$ cat src/rtl/core/assert_macros.svh
// Assertion macros shared by the line draw frame store RTL.
`ifndef ASSERT_MACROS_SVH
`define ASSERT_MACROS_SVH

// Same-cycle implication, disabled while in reset.
`define ASSERT_IMP(lbl, clk, rst_n, ante, cons, msg) \
  lbl: assert property (@(posedge clk) disable iff (!rst_n) (ante) |-> (cons)) \
    else $error(msg);

// Next-cycle implication, disabled while in reset.
`define ASSERT_NXT(lbl, clk, rst_n, ante, cons, msg) \
  lbl: assert property (@(posedge clk) disable iff (!rst_n) (ante) |=> (cons)) \
    else $error(msg);

`endif

$ cat src/rtl/core/ldfs_pkg.sv
// Types and codes shared by the line draw frame store modules.
package ldfs_pkg;

  typedef enum logic [1:0] {
    OP_CLEAR = 2'd0,
    OP_PLOT  = 2'd1,
    OP_LINE  = 2'd2,
    OP_READ  = 2'd3
  } ldfs_op_t;

  typedef enum logic [2:0] {
    ST_INIT,
    ST_IDLE,
    ST_CLEAR,
    ST_PLOT,
    ST_READ,
    ST_LINE_SETUP,
    ST_LINE,
    ST_FINISH
  } ldfs_state_t;

  typedef struct packed {
    ldfs_op_t    op;
    logic [7:0]  start_x;
    logic [7:0]  start_y;
    logic [7:0]  end_x;
    logic [7:0]  end_y;
    logic [23:0] pen_color;
  } ldfs_in_t;

  typedef struct packed {
    logic [23:0] read_color;
    logic        pixel_inside;
  } ldfs_out_t;

  typedef struct packed {
    logic load;
    logic line_setup;
    logic line_step;
    logic clr_step;
    logic plot_wr;
    logic rd_en;
    logic out_load;
  } ldfs_cmd_t;

  typedef struct packed {
    ldfs_op_t in_op;
    logic     line_last;
    logic     clr_last;
    logic     out_free;
  } ldfs_status_t;

endpackage

$ cat src/rtl/core/ldfs_ctrl.sv
// Command sequencer for the line draw frame store.
`include "assert_macros.svh"

module ldfs_ctrl (
  input  logic                  clk,
  input  logic                  rst_n,
  input  logic                  in_valid,
  output logic                  in_ready,
  input  ldfs_pkg::ldfs_status_t st,
  output ldfs_pkg::ldfs_cmd_t    cmd
);

  ldfs_pkg::ldfs_state_t state_r;
  ldfs_pkg::ldfs_state_t state_nxt;

  always_ff @(posedge clk) begin
    if (!rst_n) begin
      state_r <= ldfs_pkg::ST_INIT;
    end else begin
      state_r <= state_nxt;
    end
  end

  always_comb begin
    state_nxt = state_r;
    case (state_r)
      ldfs_pkg::ST_INIT: begin
        if (st.clr_last) state_nxt = ldfs_pkg::ST_IDLE;
      end
      ldfs_pkg::ST_IDLE: begin
        if (in_valid) begin
          case (st.in_op)
            ldfs_pkg::OP_CLEAR: state_nxt = ldfs_pkg::ST_CLEAR;
            ldfs_pkg::OP_PLOT:  state_nxt = ldfs_pkg::ST_PLOT;
            ldfs_pkg::OP_LINE:  state_nxt = ldfs_pkg::ST_LINE_SETUP;
            ldfs_pkg::OP_READ:  state_nxt = ldfs_pkg::ST_READ;
            default:            state_nxt = ldfs_pkg::ST_IDLE;
          endcase
        end
      end
      ldfs_pkg::ST_CLEAR: begin
        if (st.clr_last) state_nxt = ldfs_pkg::ST_FINISH;
      end
      ldfs_pkg::ST_PLOT:       state_nxt = ldfs_pkg::ST_FINISH;
      ldfs_pkg::ST_READ:       state_nxt = ldfs_pkg::ST_FINISH;
      ldfs_pkg::ST_LINE_SETUP: state_nxt = ldfs_pkg::ST_LINE;
      ldfs_pkg::ST_LINE: begin
        if (st.line_last) state_nxt = ldfs_pkg::ST_FINISH;
      end
      ldfs_pkg::ST_FINISH: begin
        if (st.out_free) state_nxt = ldfs_pkg::ST_IDLE;
      end
      default: state_nxt = ldfs_pkg::ST_INIT;
    endcase
  end

  always_comb begin
    cmd      = '0;
    in_ready = 1'b0;
    case (state_r)
      ldfs_pkg::ST_INIT:  cmd.clr_step = 1'b1;
      ldfs_pkg::ST_IDLE: begin
        in_ready = 1'b1;
        cmd.load = in_valid;
      end
      ldfs_pkg::ST_CLEAR:      cmd.clr_step   = 1'b1;
      ldfs_pkg::ST_PLOT:       cmd.plot_wr    = 1'b1;
      ldfs_pkg::ST_READ:       cmd.rd_en      = 1'b1;
      ldfs_pkg::ST_LINE_SETUP: cmd.line_setup = 1'b1;
      ldfs_pkg::ST_LINE:       cmd.line_step  = 1'b1;
      ldfs_pkg::ST_FINISH:     cmd.out_load   = st.out_free;
      default: begin
        cmd      = '0;
        in_ready = 1'b0;
      end
    endcase
  end

  `ASSERT_IMP(a_out_load_free, clk, rst_n, cmd.out_load, st.out_free,
              "result loaded while output register busy")
  `ASSERT_NXT(a_accept_leaves_idle, clk, rst_n, in_valid && in_ready,
              state_r != ldfs_pkg::ST_IDLE, "accepted transaction did not start work")
  `ASSERT_IMP(a_one_writer, clk, rst_n, 1'b1,
              $onehot0({cmd.plot_wr, cmd.line_step, cmd.clr_step}),
              "more than one store writer active")

endmodule

$ cat config.mk
export PLATFORM = sky130hd
export DESIGN_NAME = ldfs_ctrl
export DESIGN_NICKNAME = d
export VERILOG_FILES = /design/src/rtl/core/ldfs_pkg.sv /design/src/rtl/core/ldfs_ctrl.sv
export VERILOG_INCLUDE_DIRS = /design/src /design/src/rtl/core
export SDC_FILE = /design/constraint.sdc
export NUM_CORES = 1
export LEC_CHECK = 0
export BUFFER_PORTS_ARGS = -buffer_cell sky130_fd_sc_hd__buf_4
export CORE_AREA = 4 4 41 43
export DETAILED_ROUTE_END_ITERATION = 7
export DIE_AREA = 0 0 45 47
export GPL_TIMING_DRIVEN = 0
export PLACE_DENSITY = 0.58
export SYNTH_ARGS = -nofsm -noshare
export SYNTH_HDL_FRONTEND = slang
export SYNTH_SLANG_ARGS = --single-unit
$ cat constraint.sdc
create_clock -name clk -period 1.1 [get_ports clk]
set_input_delay 0.11 -clock clk [delete_from_list [all_inputs] [get_ports clk]]
set_output_delay 0.11 -clock clk [all_outputs]
set_load 0.05 [all_outputs]
==> Word-level counts from Yosys, hierarchy flattened <==
Index checks and enable logic that the tools add are counted.
W data, S select, Z words.
{ "word_totals": {"inputBits": 8, "output_inout_bits": 8, "regBits": 3, "word_cells": 36} }
{ "classes": {"n_eq_ne": 15, "reduce_logical": 5, "mux": 15} }
{ "ops": {"columns": ["op", "count"], "rows": [
  ["$pmux W3 S7", 1],
  ["$mux W3", 5],
  ["$eq A3 B3 Y1 const B", 4],
  ["$pmux W3 S4", 1],
  ["$ne A2 B2 Y1 const B", 5],
  ["$mux W1", 8],
  ["$eq A3 B2 Y1 const B", 2],
  ["$reduce_and A5 Y1", 1],
  ["$eq A2 B2 Y1 const B", 2],
  ["$reduce_or A2 Y1", 2],
  ["$eq A3 B1 Y1 const B", 1],
  ["$logic_not A3 Y1", 1],
  ["$eq A2 B1 Y1 const B", 1],
  ["$logic_not A2 Y1", 1]
]} }

==> Depth between registers and ports, before layout <==
{ "logic_depth": {"ltp_word": 4, "ltp_mapped": 5, "depth_no_buf": 5} }

==> Least setup slack after synthesis <==
No wires, ideal clock.
{ "synth_timing": {"kind": "reg2out", "start": "register state_r[2]", "end": "output cmd[1] in the netlist's numbering", "path_slack_ns": -0.673, "arrival_ns": 1.663, "required_time_ns": 0.990, "path_buffers": 1, "stages_incl_launch_ff": 3, "cell_sequence": "dfxtp_1 buf_2 nor3b_1"} }
{ "synth_lines": {"columns": ["element", "line", "source"], "rows": [
  ["start: declaration", "ldfs_ctrl.sv:13", "ldfs_pkg::ldfs_state_t state_r;"],
  ["start signal: assignment", "ldfs_ctrl.sv:18", "state_r <= ldfs_pkg::ST_INIT;"],
  ["start signal: assignment", "ldfs_ctrl.sv:20", "state_r <= state_nxt;"],
  ["end: declaration", "ldfs_ctrl.sv:10", "output ldfs_pkg::ldfs_cmd_t cmd"]
]} }

==> flow_metrics.py <==
metrics = {
    "outcome": {
        "status": "finished, violations left",
        "violations": "setup timing",
    },
    "sta": {
        "skew_ns": 0.0006939,
        "fin_crit_sh": 1.295,
        "min_period_ns": 1.425,
        "setup_viol": 10,
        "hold_viol": 0,
        "worst_slack_ns": -0.3250,
        "slew_headroom": 0.7561,
        "grt_setup_unrepaired": "yes",
        "slew_viol_final": 0,
        "max_slew.worst_pin.slew_ns": 0.3566,
        "timing.fmax_mhz": 701.7,
    },
    "cts": {
        "cts_max_path_buffers": 2,
        "cts_buffers": 3,
        "holdBufCountCts": 0,
        "cts_root_buf": "clkbuf_4",
        "clk_transition_reported_paths_ns": 0.04,
        "clk_latency_ns": 0.23,
        "cts_tree": "built",
        "htreeDepth": 1,
        "cts_sinks": 3,
    },
    "place": {
        "portBuffers": 15,
        "globalplace.congestion": 0.7069,
        "place_hpwl_um": 620.1,
    },
    "worst_setup_path": {
        "critPathSlowestCell": "or3b_4",
        "start_kind": "flip-flop",
        "cp_top_family": "simple AND/OR/NAND/NOR gates",
        "arrival_ns": 1.32,
        "max_stage_delay_ns": 0.45,
        "crit_required_ns": 0.99,
        "critPathMaxFanout": 4,
        "cp-end-kind": "primary output",
        "crit_chain": "or3b_4 -> nor2_4 -> buf_8",
        "cp_num_buf_inv": 1,
        "critPathKind": "reg2out",
    },
    "power_and_ir_drop": {
        "ir_drop_mv": 0.6372,
        "p_leak_nw": 0.3091,
        "total_power_mw": 0.9872,
        "power_density_mw_per_mm2": 1467,
    },
    "synthesis": {
        "synthTopCellsByArea": "dfxtp_1, ha_1, buf_6",
        "synth_cell_type_count": 22,
        "yosys_warnings": 0,
        "ys_seq_area_frac": 0.1992,
        "synth_area_per_cell_um2": 7.732,
        "yosys.area.top_type": "dfxtp_1",
        "ys_ff_latch": 3,
        "synth_top_area_share": 0.1992,
        "postSynthCellCount": 39,
        "synth_area_um2": 301.5,
        "synth_nets": 50,
    },
    "layout": {
        "nFillCells": 135,
        "final_net_count": 75,
        "n_antenna_cell": 0,
        "reg_top3": "state_r (3)",
        "largest_reg_flops": 3,
        "largest_register": "state_r",
        "syn_to_final_growth_pct": 123.2,
        "fin_util": 0.5173,
        "layout-drive-gt1-share": 0.6825,
    },
    "floorplanning": {
        "io_pins": 16,
        "core-area_mm2": 0.001301,
        "initial_core_util": 0.2317,
        "die_x_um": 45,
        "die_area_mm2": 0.002115,
        "rows": 13,
        "dieHeight_um": 47,
    },
    "global_route": {
        "grt_overflow_total": 0,
        "grt_pass1_wl_um": 1393,
        "grt_pass1_vias": 365,
        "grt_max_degree": 11,
        "grt_use_total": 0.09155,
        "antenna_found_initial": 0,
    },
    "hold_path": {
        "hold_class": "in2reg",
    },
    "flow_run": {
        "maxCapViolCount": 0,
    },
    "route": {
        "wl_um": 911,
        "wl_per_cell_um": 11.68,
        "drc": 0,
        "detail-route-antenna-nets": 0,
        "drt_pre_antenna_iters": 1,
        "drt_iter0_markers": 0,
        "vias": 357,
        "vias_per_cell": 4.577,
    },
}
[per-layer routing]
| metal | vias up | track usage | wire [µm] |
|---|---|---|---|
| met5 | - | 0 | 0 |
| met1 | 167 | 0.1043 | 372 |
| met3 | 0 | 0.01533 | 40 |
| met2 | 8 | 0.1525 | 498 |
| li1 | 182 | - | - |
| met4 | 0 | 0.07018 | 0 |
[report_power, final]
group	leakage [nW]	switching (mW)	internal, mW	total, mW
clock network	0.0150	0.0591	0.136	0.195
logic	0.268	0.319	0.312	0.631
registers	0.0261	0.0258	0.135	0.161
[layout by cell type, fill, tap and decap left out]
master and instances:
a211oi_1 1, o21ai_2 1, a31oi_1 1, a21oi_2 1
nand2_4 1, clkinv_8 1, or3b_4 1, a311oi_1 1
nor2_1 2, nor3_1 1, nor2b_1 1, dfxtp_2 2
inv_1 5, ha_1 3, buf_12 1, clkbuf_16 1
dfxtp_4 1, a2111oi_0 1, nor2_4 3, o22ai_1 2
clkbuf_1 1, buf_6 8, clkbuf_4 3, nor3_2 1
buf_4 9, and4_4 1, or2_2 1, nor3b_4 3
and3_1 1, buf_8 4
[through the flow]
step | setup slack, ns | area (µm²) | TNS (ns) | instances | hold slack, ns
finish | -0.3250 | 673.1 | -1.598 | 78 | 0.1316
global route | -0.3555 | 673.1 | -2.015 | 78 | 0.1337
CTS | -0.3622 | 624.3 | -2.085 | 77 | 0.1204
detailed placement | -0.1863 | 493.0 | -0.6426 | 69 | 0.3577
global placement | -0.1760 | 493.0 | -0.6186 | 69 | 0.3572
floorplan | -0.1738 | 361.6 | -0.6087 | 39 | 0.2386
[path summary, 6_finish.rpt]
kind	end	start	slack [ns]	cells past startpoint
max	cmd[6]	state_r[0]	-0.33	3
min	state_r[2]	rst_n	0.13	2
max reg2reg	state_r[1]	state_r[0]	-0.17	5
min reg2reg	state_r[0]	state_r[1]	0.76	3
[cell families after synthesis]
| group | after synthesis | share of synthesized area |
|---|---|---|
| AO/OA/AOI/OAI | 8 | 0.1909 |
| adder cells (fa/ha/maj) | 3 | 0.1245 |
| buffers and inverters | 9 | 0.1701 |
| flip-flops | 3 | 0.1992 |
| AND/OR/NAND/NOR | 16 | 0.3154 |
[Yosys cell counts]
library cell  instances
dfxtp_1               3
nor2_1                5
nand2_1               1
or2_2                 1
a2111oi_0             1
or3b_4                1
a31oi_1               1
nor3b_1               3
nor2b_1               1
o21ai_2               1
clkinv_2              1
a311oi_1              1
buf_2                 1
and4_2                1
and3_1                1
inv_1                 5
nor3_1                2
a211oi_1              1
a21oi_1               1
buf_6                 2
o22ai_1               2
ha_1                  3
[area by class of cell]
cell class                 count  area (µm²)  share of cell area
multi-input combinational     27       264.0              0.3922
clock buffer                   4       26.28             0.03903
buffer                         1       15.01             0.02230
sequential                     3       66.31             0.09851
inverter                       6       35.03             0.05204
timing repair buffer          22       247.7              0.3680
tap                           15       18.77             0.02788
[repair_timing]
item / 4_1_cts / 5_1_grt
pin swaps: 2 / 4
resized for setup: 21 / 10
endpoints found under the setup margin: 10 / 11
gates cloned: 0 / 1
setup buffers: 4 / 3
(Power assumes the default switching activity.)
